[src/hdl/brca_pkg.sv]
// ----------------------------------------------------------------------------
// brca_pkg
// Shared types and constants of the relation closure analyser: widths, the
// queue word carried from front to back, the result bundle and back states.
// ----------------------------------------------------------------------------
package brca_pkg;

  localparam int ROW_W       = 16;   // bits in one matrix row
  localparam int ROWNUM_W    = 4;    // width of a row number
  localparam int SIZE_W      = 5;    // width of the size register
  localparam int MAX_DIM_DEF = 16;
  localparam int QUEUE_DEF   = 4;

  localparam logic [SIZE_W-1:0] SIZE_RESET = SIZE_W'(4);

  typedef struct packed {
    logic [ROW_W-1:0]    row;
    logic [ROWNUM_W-1:0] idx;
    logic                last;
  } row_entry_t;

  typedef struct packed {
    logic       valid;
    row_entry_t entry;
  } queue_wr_t;

  typedef struct packed {
    logic       valid;
    row_entry_t entry;
  } queue_rd_t;

  typedef struct packed {
    logic                valid;
    logic [ROW_W-1:0]    closure_row;
    logic [ROWNUM_W-1:0] row_number;
    logic                is_reflexive;
    logic                is_symmetric;
    logic                is_transitive;
    logic                last_row;
  } result_t;

  typedef enum logic [1:0] {
    BK_LOAD,
    BK_CLOSE,
    BK_EMIT
  } back_state_e;

endpackage

[src/hdl/brca_queue.sv]
// ----------------------------------------------------------------------------
// brca_queue
// Short first-in first-out queue of row words between the front and the back.
// ----------------------------------------------------------------------------
module brca_queue #(
  parameter int Depth = brca_pkg::QUEUE_DEF
) (
  input  logic                clk_i,
  input  logic                rst_ni,
  input  brca_pkg::queue_wr_t wr_i,
  output logic                full_o,
  output brca_pkg::queue_rd_t rd_o,
  input  logic                pop_i
);
  import brca_pkg::*;

  localparam int PtrW = (Depth > 1) ? $clog2(Depth) : 1;
  localparam int CntW = $clog2(Depth + 1);

  row_entry_t            mem_q [Depth];
  logic [PtrW-1:0]       wptr_q, wptr_d, rptr_q, rptr_d;
  logic [CntW-1:0]       cnt_q, cnt_d;
  logic                  push, pop;

  assign full_o = (cnt_q == CntW'(Depth));
  assign push   = wr_i.valid && !full_o;
  assign pop    = pop_i && (cnt_q != '0);

  assign rd_o.valid = (cnt_q != '0);
  assign rd_o.entry = mem_q[rptr_q];

  always_comb begin
    wptr_d = wptr_q;
    rptr_d = rptr_q;
    cnt_d  = cnt_q;
    if (push) begin
      wptr_d = (wptr_q == PtrW'(Depth - 1)) ? '0 : wptr_q + 1'b1;
    end
    if (pop) begin
      rptr_d = (rptr_q == PtrW'(Depth - 1)) ? '0 : rptr_q + 1'b1;
    end
    if (push && !pop) begin
      cnt_d = cnt_q + 1'b1;
    end else if (pop && !push) begin
      cnt_d = cnt_q - 1'b1;
    end
  end

  always_ff @(posedge clk_i or negedge rst_ni) begin
    if (!rst_ni) begin
      wptr_q <= '0;
      rptr_q <= '0;
      cnt_q  <= '0;
    end else begin
      wptr_q <= wptr_d;
      rptr_q <= rptr_d;
      cnt_q  <= cnt_d;
    end
  end

  always_ff @(posedge clk_i) begin
    if (push) begin
      mem_q[wptr_q] <= wr_i.entry;
    end
  end

endmodule

[src/hdl/brca_front.sv]
// ----------------------------------------------------------------------------
// brca_front
// Takes row words, holds the size register, masks stray columns and tags
// each row with its number and an end-of-matrix mark.
// ----------------------------------------------------------------------------
module brca_front #(
  parameter int MAX_DIM = brca_pkg::MAX_DIM_DEF
) (
  input  logic                          clk_i,
  input  logic                          rst_ni,
  input  logic                          start,
  output logic                          busy,
  input  logic [brca_pkg::ROW_W-1:0]    row_bits_i,
  input  logic                          cfg_valid_i,
  output logic                          cfg_ready_o,
  input  logic [brca_pkg::SIZE_W-1:0]   cfg_data_i,
  input  logic                          queue_full_i,
  output brca_pkg::queue_wr_t           wr_o
);
  import brca_pkg::*;

  localparam int DimCap = (MAX_DIM < ROW_W) ? MAX_DIM : ROW_W;

  logic [SIZE_W-1:0] size_q, size_d;
  logic [SIZE_W-1:0] cnt_q, cnt_d;
  logic [SIZE_W-1:0] dim, idx, idx_next;
  logic [ROW_W-1:0]  mask;
  logic              accept, last;

  assign cfg_ready_o = 1'b1;
  assign busy        = queue_full_i;
  assign accept      = start && !busy;

  // size zero counts as one, large sizes saturate
  always_comb begin
    if (size_q == '0) begin
      dim = SIZE_W'(1);
    end else if (size_q > SIZE_W'(DimCap)) begin
      dim = SIZE_W'(DimCap);
    end else begin
      dim = size_q;
    end
  end

  always_comb begin
    for (int c = 0; c < ROW_W; c++) begin
      mask[c] = (SIZE_W'(c) < dim);
    end
  end

  assign idx      = (cnt_q >= dim) ? '0 : cnt_q;
  assign idx_next = idx + 1'b1;
  assign last     = (idx_next == dim);

  assign wr_o.valid       = accept;
  assign wr_o.entry.row   = row_bits_i & mask;
  assign wr_o.entry.idx   = idx[ROWNUM_W-1:0];
  assign wr_o.entry.last  = last;

  always_comb begin
    size_d = size_q;
    cnt_d  = cnt_q;
    if (cfg_valid_i) begin
      size_d = cfg_data_i;
      cnt_d  = '0;
    end else if (accept) begin
      cnt_d = last ? '0 : idx_next;
    end
  end

  always_ff @(posedge clk_i or negedge rst_ni) begin
    if (!rst_ni) begin
      size_q <= SIZE_RESET;
      cnt_q  <= '0;
    end else begin
      size_q <= size_d;
      cnt_q  <= cnt_d;
    end
  end

endmodule

[src/hdl/brca_back.sv]
// ----------------------------------------------------------------------------
// brca_back
// Holds the relation and closure rows, runs one Warshall pass per cycle
// while gathering the relation flags, then sends the closure rows out.
// ----------------------------------------------------------------------------
module brca_back #(
  parameter int MAX_DIM = brca_pkg::MAX_DIM_DEF
) (
  input  logic                clk_i,
  input  logic                rst_ni,
  input  brca_pkg::queue_rd_t rd_i,
  output logic                pop_o,
  output brca_pkg::result_t   res_o
);
  import brca_pkg::*;

  localparam int Depth = (MAX_DIM < ROW_W) ? MAX_DIM : ROW_W;
  localparam int IdxW  = $clog2(Depth);

  back_state_e       state_q, state_d;
  logic [IdxW-1:0]   k_q, e_q, lastidx_q;
  logic              refl_q, sym_q;

  logic [ROW_W-1:0]  rel_q [Depth];
  logic [ROW_W-1:0]  clo_q [Depth];
  logic [ROW_W-1:0]  sq_q  [Depth];

  logic [ROWNUM_W-1:0] kx;
  logic [ROW_W-1:0]    rel_k, clo_k, col_k;
  logic [Depth-1:0]    active;
  logic                trans_bad, load_last;

  assign kx        = ROWNUM_W'(k_q);
  assign rel_k     = rel_q[k_q];
  assign clo_k     = clo_q[k_q];
  assign load_last = pop_o && rd_i.entry.last;

  // lanes past the matrix end may hold rows of an earlier, larger matrix
  always_comb begin
    col_k     = '0;
    trans_bad = 1'b0;
    for (int i = 0; i < Depth; i++) begin
      active[i] = (IdxW'(i) <= lastidx_q);
      col_k[i]  = active[i] && rel_q[i][kx];
      trans_bad = trans_bad | (active[i] && ((sq_q[i] & ~rel_q[i]) != '0));
    end
  end

  always_comb begin
    state_d = state_q;
    case (state_q)
      BK_LOAD: begin
        if (rd_i.valid && rd_i.entry.last) state_d = BK_CLOSE;
      end
      BK_CLOSE: begin
        if (k_q == lastidx_q) state_d = BK_EMIT;
      end
      BK_EMIT: begin
        if (e_q == lastidx_q) state_d = BK_LOAD;
      end
      default: state_d = BK_LOAD;
    endcase
  end

  always_comb begin
    pop_o              = (state_q == BK_LOAD) && rd_i.valid;
    res_o.valid        = (state_q == BK_EMIT);
    res_o.closure_row  = clo_q[e_q];
    res_o.row_number   = ROWNUM_W'(e_q);
    res_o.is_reflexive = refl_q;
    res_o.is_symmetric = sym_q;
    res_o.is_transitive = !trans_bad;
    res_o.last_row     = (e_q == lastidx_q);
  end

  always_ff @(posedge clk_i or negedge rst_ni) begin
    if (!rst_ni) begin
      state_q   <= BK_LOAD;
      k_q       <= '0;
      e_q       <= '0;
      lastidx_q <= '0;
      refl_q    <= 1'b1;
      sym_q     <= 1'b1;
    end else begin
      state_q <= state_d;
      if (load_last) begin
        k_q       <= '0;
        e_q       <= '0;
        lastidx_q <= rd_i.entry.idx[IdxW-1:0];
        refl_q    <= 1'b1;
        sym_q     <= 1'b1;
      end else if (state_q == BK_CLOSE) begin
        k_q    <= k_q + 1'b1;
        refl_q <= refl_q & rel_k[kx];
        sym_q  <= sym_q & (rel_k == col_k);
      end else if (state_q == BK_EMIT) begin
        e_q <= e_q + 1'b1;
      end
    end
  end

  // row k is unchanged by its own pass, so all lanes update together
  always_ff @(posedge clk_i) begin
    if (pop_o) begin
      rel_q[rd_i.entry.idx[IdxW-1:0]] <= rd_i.entry.row;
      clo_q[rd_i.entry.idx[IdxW-1:0]] <= rd_i.entry.row;
    end
    if (load_last) begin
      for (int i = 0; i < Depth; i++) begin
        sq_q[i] <= '0;
      end
    end
    if (state_q == BK_CLOSE) begin
      for (int i = 0; i < Depth; i++) begin
        if (clo_q[i][kx]) clo_q[i] <= clo_q[i] | clo_k;
        if (rel_q[i][kx]) sq_q[i] <= sq_q[i] | rel_k;
      end
    end
  end

endmodule

[src/hdl/binary_relation_closure_analyzer.sv]
// ----------------------------------------------------------------------------
// binary_relation_closure_analyzer
// Transitive closure of a square 0/1 relation with reflexive, symmetric and
// transitive flags.
// ----------------------------------------------------------------------------
// Usage:
//   A matrix of N rows (N from the size register, 1 to 16) is sent one row
//   word per cycle: a word is taken at a clock edge with start high and busy
//   low. Column bits at or above N are dropped.
//   A four-word queue parts the loader from the closure engine, so rows keep
//   flowing while the engine works until the queue fills and busy rises.
//   After the last row has passed through the queue to the engine it runs
//   N passes, one per cycle, then drives N results on consecutive cycles,
//   each marked by result_valid_o for one cycle. The engine takes a matrix
//   as N row loads, then N passes, then N results. The receiver cannot
//   hold results off.
//   The size register is written over the cfg channel, always ready; a
//   write restarts loading at row 0. Write it only while idle.
//   Reset sets the size to 4, empties the queue and restarts at row 0.
// ----------------------------------------------------------------------------
module binary_relation_closure_analyzer #(
  parameter int MAX_DIM     = brca_pkg::MAX_DIM_DEF,
  parameter int QUEUE_DEPTH = brca_pkg::QUEUE_DEF
) (
  input  logic                             clk_i,
  input  logic                             rst_ni,
  input  logic                             start,
  output logic                             busy,
  input  logic [brca_pkg::ROW_W-1:0]       row_bits_i,
  input  logic                             cfg_valid_i,
  output logic                             cfg_ready_o,
  input  logic [brca_pkg::SIZE_W-1:0]      cfg_data_i,
  output logic                             result_valid_o,
  output logic [brca_pkg::ROW_W-1:0]       closure_row_o,
  output logic [brca_pkg::ROWNUM_W-1:0]    row_number_o,
  output logic                             is_reflexive_o,
  output logic                             is_symmetric_o,
  output logic                             is_transitive_o,
  output logic                             last_row_o
);
  import brca_pkg::*;

  queue_wr_t wr;
  queue_rd_t rd;
  result_t   res;
  logic      full, pop;

  brca_front #(
    .MAX_DIM (MAX_DIM)
  ) u_front (
    .clk_i        (clk_i),
    .rst_ni       (rst_ni),
    .start        (start),
    .busy         (busy),
    .row_bits_i   (row_bits_i),
    .cfg_valid_i  (cfg_valid_i),
    .cfg_ready_o  (cfg_ready_o),
    .cfg_data_i   (cfg_data_i),
    .queue_full_i (full),
    .wr_o         (wr)
  );

  brca_queue #(
    .Depth (QUEUE_DEPTH)
  ) u_queue (
    .clk_i  (clk_i),
    .rst_ni (rst_ni),
    .wr_i   (wr),
    .full_o (full),
    .rd_o   (rd),
    .pop_i  (pop)
  );

  brca_back #(
    .MAX_DIM (MAX_DIM)
  ) u_back (
    .clk_i  (clk_i),
    .rst_ni (rst_ni),
    .rd_i   (rd),
    .pop_o  (pop),
    .res_o  (res)
  );

  assign result_valid_o  = res.valid;
  assign closure_row_o   = res.closure_row;
  assign row_number_o    = res.row_number;
  assign is_reflexive_o  = res.is_reflexive;
  assign is_symmetric_o  = res.is_symmetric;
  assign is_transitive_o = res.is_transitive;
  assign last_row_o      = res.last_row;

endmodule
[config.mk]
export PLATFORM = sky130hd
export DESIGN_NAME = binary_relation_closure_analyzer
export DESIGN_NICKNAME = d
export VERILOG_FILES = /design/src/hdl/brca_pkg.sv /design/src/hdl/brca_queue.sv /design/src/hdl/brca_front.sv /design/src/hdl/brca_back.sv /design/src/hdl/binary_relation_closure_analyzer.sv
export SDC_FILE = /design/constraint.sdc
export NUM_CORES = 2
export LEC_CHECK = 0
export BUFFER_PORTS_ARGS = -buffer_cell sky130_fd_sc_hd__buf_2
export CORE_MARGIN = 2
export CORE_UTILIZATION = 58
export CTS_CLUSTER_SIZE = 12
export DETAILED_ROUTE_END_ITERATION = 16
export PLACE_DENSITY = 0.85
export SYNTH_ARGS = -nofsm -noshare
export SYNTH_HDL_FRONTEND = slang
export SYNTH_SLANG_ARGS = --single-unit
[constraint.sdc]
create_clock -name clk_i -period 4.1 [get_ports clk_i]
set_clock_uncertainty 0.15 [all_clocks]
set_input_delay 1.23 -clock clk_i [delete_from_list [all_inputs] [get_ports clk_i]]
set_output_delay 1.23 -clock clk_i [all_outputs]
set_load 0.02 [all_outputs]
Word level (Yosys, flattened, before mapping)
Memory sizes are Yosys's and may differ from the RTL's. Cells that the tools add are included.

Register bits: 33. Memory bits (writable): 852. Input bits: 25. Output and inout port bits: 27. Word-level logic and storage cells: 448. Memories: 4.

Memories: u_back.clo_q (depth 16, width 16, read ports 18, clocked after memory_dff 0, write ports 16, RTL line brca_back.sv:25) `logic [ROW_W-1:0] clo_q [Depth];`; u_back.rel_q (depth 16, width 16, read ports 17, clocked after memory_dff 0, write ports 1, RTL line brca_back.sv:24) `logic [ROW_W-1:0] rel_q [Depth];`; u_back.sq_q (depth 16, width 16, read ports 16, clocked after memory_dff 0, write ports 16, RTL line brca_back.sv:26) `logic [ROW_W-1:0] sq_q [Depth];`; u_queue.mem_q (depth 4, width 21, read ports 1, clocked after memory_dff 0, write ports 1, RTL line brca_queue.sv:20) `row_entry_t mem_q [Depth];`.

Add/sub/neg operators: 7. $lt $le $gt $ge: 35. Equality and inequality tests: 13. Multiplexer cells: 210. Bitwise gates (word level): 98. Reduce and logical (&&, ||, !) cells: 70.

Operators by type and width (count): OR 16 bit (32); AND 16 bit (17); two-way mux 16 bit (17); NOT 16 bit (16); nonzero test 16 bit (16); two-way mux 1 bit (140); binary-select mux 1 bit (select 4 bit) (33); logical AND 1 bit (40); < comparator 4 x 5 -> 1 bit, first input constant (8); <= comparator 4 bit, first input constant (8); OR 1 bit (31); two-way mux 5 bit (6); two-way mux 4 bit (6); < comparator 3 x 5 -> 1 bit, first input constant (4); == test 16 bit (1); <= comparator 3 x 4 -> 1 bit, first input constant (4); OR reduction 16 bit (1); < comparator 1 x 5 -> 1 bit, first input constant (2); < comparator 2 x 5 -> 1 bit, first input constant (2); two-way mux 2 bit (5); adder 4 x 1 -> 4 bit, second input constant (2); == test 4 bit (2); <= comparator 1 x 4 -> 1 bit, first input constant (2); <= comparator 2 x 4 -> 1 bit, first input constant (2); other kinds (22) (36).

Depth between registers and ports, before layout
An unclocked memory read counts as a cell.

Depth in word-level cells: 21. Gate-level depth with buffers: 17. Gate-level depth less buffers: 16.

Hierarchy
Synthesis repeated with hierarchy kept, for this count alone.

Cell total of the unflattened synthesis: 3646. Area, all modules: 47000.1 um^2.

By module, submodules not included: brca_back (instances 1, cells an instance 3373, area each 42426.9 um^2, seq. area each 23465.0 um^2); brca_queue (instances 1, cells an instance 147, area each 3508.4 um^2, seq. area each 2697.6 um^2); brca_front (instances 1, cells an instance 126, area each 1064.8 um^2, seq. area each 251.5 um^2).

Worst setup path after synthesis
Ideal clock, no wire load.

Path kind: reg-to-output. From: reg u_back.e_q[0]. To: out closure_row_o[0] (netlist bit). Arrival: 2.805 ns. Path slack: -0.085 ns. Stages on the path, launching flop included: 6. Buffers on the path: 3. Path through: dfrtp_1 -> clkbuf_1 -> buf_1 -> buf_1 -> mux4_2 -> mux4_2.

Word-level cells in the longest chain between the ends: 1.

Ends and longest elaborated chain: start: declaration (RTL line brca_back.sv:21) `logic [IdxW-1:0] k_q, e_q, lastidx_q;`; start signal: assignment (RTL line brca_back.sv:97) `e_q <= e_q + 1'b1;`; memory (16 x 16 bit); end: declaration (RTL line binary_relation_closure_analyzer.sv:34) `output logic [brca_pkg::ROW_W-1:0] closure_row_o,`.

No other way between the ends.

==> metrics <==
clock sink total 885; Syn Inst Count 3,417; Die ar. 82,500 µm²; Finish-stage setup viols 17; clk buf depth 3; pins over their slew limit 0; clock latency on the worst-skew pair 0.68 ns; IO Pins 52; CTS Root Cell clkbuf_16; Vias 35,300; unique cell type count in the Yosys netlist 77; max-capacitance violation count 0; vias per std cell 7.63; fin crit share 1.09; min Tclk post-route 4.49 ns; worst slew pin tran 1.34 ns; WL/cell 34.7 µm; top-area cell type share of the netlist area 0.550; Hold Violations, Final 0; final std cells w/o fill 4,622; Setup CP Type reg2out; Num CTS Buffers 92; post-synth net total 3,457; Clock Pin Slew Worst Setup and Hold Paths 0.06 ns; hold_buf cts 0; Area growth, synth to finish 11.2%; worst min-delay path category reg2reg; top-count cell post-synth edfxtp_1; unrepaired setup endpoints after global routing yes; total routed wirelength 161 mm; layout net count 3,543; Fillers 5,422; fraction of layout cells with a size suffix above 1 0.240; Setup WS pre-CTS -0.0370 ns; Crit path largest cell delay 0.41 ns; mapped cell area 46,600 µm²; CTS tree built; placed insts 4,447; Req. time, crit path 2.72 ns; grt total ovfl 0; Initial Utilization 0.587; Max Clock Freq 223 MHz; first-pass GRT wire length 232 mm; ys async rst share 0.0373; Slew HR 0.107; Initial DRC Count 6,791; vias in the first global route 33,900; slack of the critical path -0.386 ns; GP Congestion 1.08; CP arrival 3.11 ns; footprint of the multi-input gates 18,100 µm²; die width 287 µm; GR peak layer met2; Top delay family on crit path compound AO/OA/AOI/OAI gates; largest cells by area after synthesis edfxtp_1, mux4_2, a21oi_1; Fin Setup TNS -1.37 ns; Max Fanout on Critical Path 2; Total GRT Usage 0.390; Synth top cells by count edfxtp_1, mux4_2, a21oi_1, nor3_1, inv_1; post-DP HPWL 107 mm; Post-synth EDFFs 852; synth warn 0; die height 287 µm; GR Util met3 0.128; cell accounting for the most synthesized area edfxtp_1; PortBufs 50; failing checks setup timing; First-pass DRT Iterations 6; largest net degree at the start of global routing 59; initial antenna violation count 4; Post-DRT Antenna Nets 0; Sequential Area 26,400 µm²; WP buf/inv 1; CP Cell Sequence nor2b_4 -> a2111oi_4 -> nand4_1 -> nand4b_1 -> a221o_1 -> a211oi_2 -> o2111a_2 -> buf_6; M2 GR Usage 0.587; Max stage delay cell, worst path edfxtp_1; met1 usage 0.485; capturing element type of the critical path output pin; Worst R2R Setup Slack 0.26 ns; # rows 103; Post-synth top flop edfxtp_1; Mapped Avg Cell Area 13.6 µm²; core area 79,300 µm²; DRC 0; Hold Worst Slack 0.337 ns; FF+latch count, synth 885; Startpoint Class flop; status finished, violations left; H-tree levels 3; Seq/Total Area, Yosys 0.567
[per-stage QoR]
step	util	area (µm²)
after floorplan	-	46600
after global placement	0.613	48600
after detailed placement	0.613	48600
after CTS	0.653	51700
after global routing	0.653	51800
final	0.653	51800
[logic make-up after synthesis]
kind of cell | count (synthesis) | share of synthesized area
muxes | 459 | 0.197
xor gates and xnor gates | 26 | 0.00519
other | 1 | 0.0000805
AOI/OAI and AO/OA | 734 | 0.0991
buffers and inverters | 531 | 0.0497
DFF | 885 | 0.567
and+or+nand+nor | 766 | 0.0774
adders and majority gates | 15 | 0.00419
[what timing repair did]
action	4_1_cts	5_1_grt
gates resized for setup	51	14
endpoints found under the setup margin	17	26
gates cloned	5	0
pin swaps	3	5
setup buffers	7	3
[worst paths after layout]
kind                                      from                end  depth (start not counted)
min in group asynchronous               rst_ni  u_front.size_q[1]                          1
hold / removal                u_queue.cnt_q[2]   u_queue.cnt_q[2]                          1
max in group asynchronous               rst_ni      u_back.k_q[1]                          1
setup / recovery           u_back.sq_q[0][223]    is_transitive_o                          8
hold reg to reg               u_queue.cnt_q[2]   u_queue.cnt_q[2]                          1
setup reg to reg             u_front.size_q[2]   u_front.cnt_q[1]                         15
[state kept, by name, summed over array words and instances, names as in the netlist]
register	cells
u_back.clo_q	256
u_back.e_q	4
u_back.k_q	4
u_back.lastidx_q	4
u_back.refl_q	1
u_back.rel_q	256
u_back.sq_q	256
u_back.state_q	2
u_back.sym_q	1
u_front.cnt_q	5
u_front.size_q	5
u_queue.cnt_q	3
u_queue.mem_q	84
u_queue.rptr_q	2
u_queue.wptr_q	2
[cells in the final DEF, fill, tap and decap left out, types with 19 or more instances in the layout]
master | Yosys | final
a21boi_0 | 23 | 23
a21oi_1 | 296 | 294
a221oi_1 | 36 | 36
buf_12 | 2 | 19
buf_2 | 67 | 33
buf_4 | 32 | 179
clkbuf_1 | 126 | 22
clkbuf_16 | 0 | 92
clkinv_1 | 1 | 19
dfrtp_1 | 30 | 23
edfxtp_1 | 852 | 852
inv_1 | 269 | 268
mux2_2 | 45 | 45
mux2i_1 | 52 | 50
mux4_2 | 361 | 361
nand2_1 | 87 | 87
nand3_1 | 20 | 20
nor2_1 | 251 | 247
nor2b_1 | 33 | 29
nor3_1 | 274 | 274
o21a_1 | 128 | 128
o21ai_0 | 48 | 24
o21ai_1 | 16 | 24
o22ai_1 | 91 | 91
[area by class of cell]
class | count | area share
Antenna cell | 6 | 0.000290
Clock buffer | 116 | 0.0466
Clock inverter | 41 | 0.00592
Inverter | 271 | 0.0197
Multi-Input combinational cell | 2001 | 0.349
Sequential cell | 885 | 0.511
Tap cell | 1050 | 0.0254
Timing Repair Buffer | 252 | 0.0424
[per-layer routing]
metal | vias to the layer above | wire length, µm | share of wire
met1 | 16900 | 50200 | 0.31
met5 | - | 42 | 0.00026
li1 | 13500 | - | -
met3 | 965 | 25400 | 0.16
met4 | 4 | 14800 | 0.092
met2 | 3836 | 70100 | 0.44
Power is left out: the tool's default activity adds up to more than one toggle a clock period on the data nets, which glitch-free logic cannot reach.
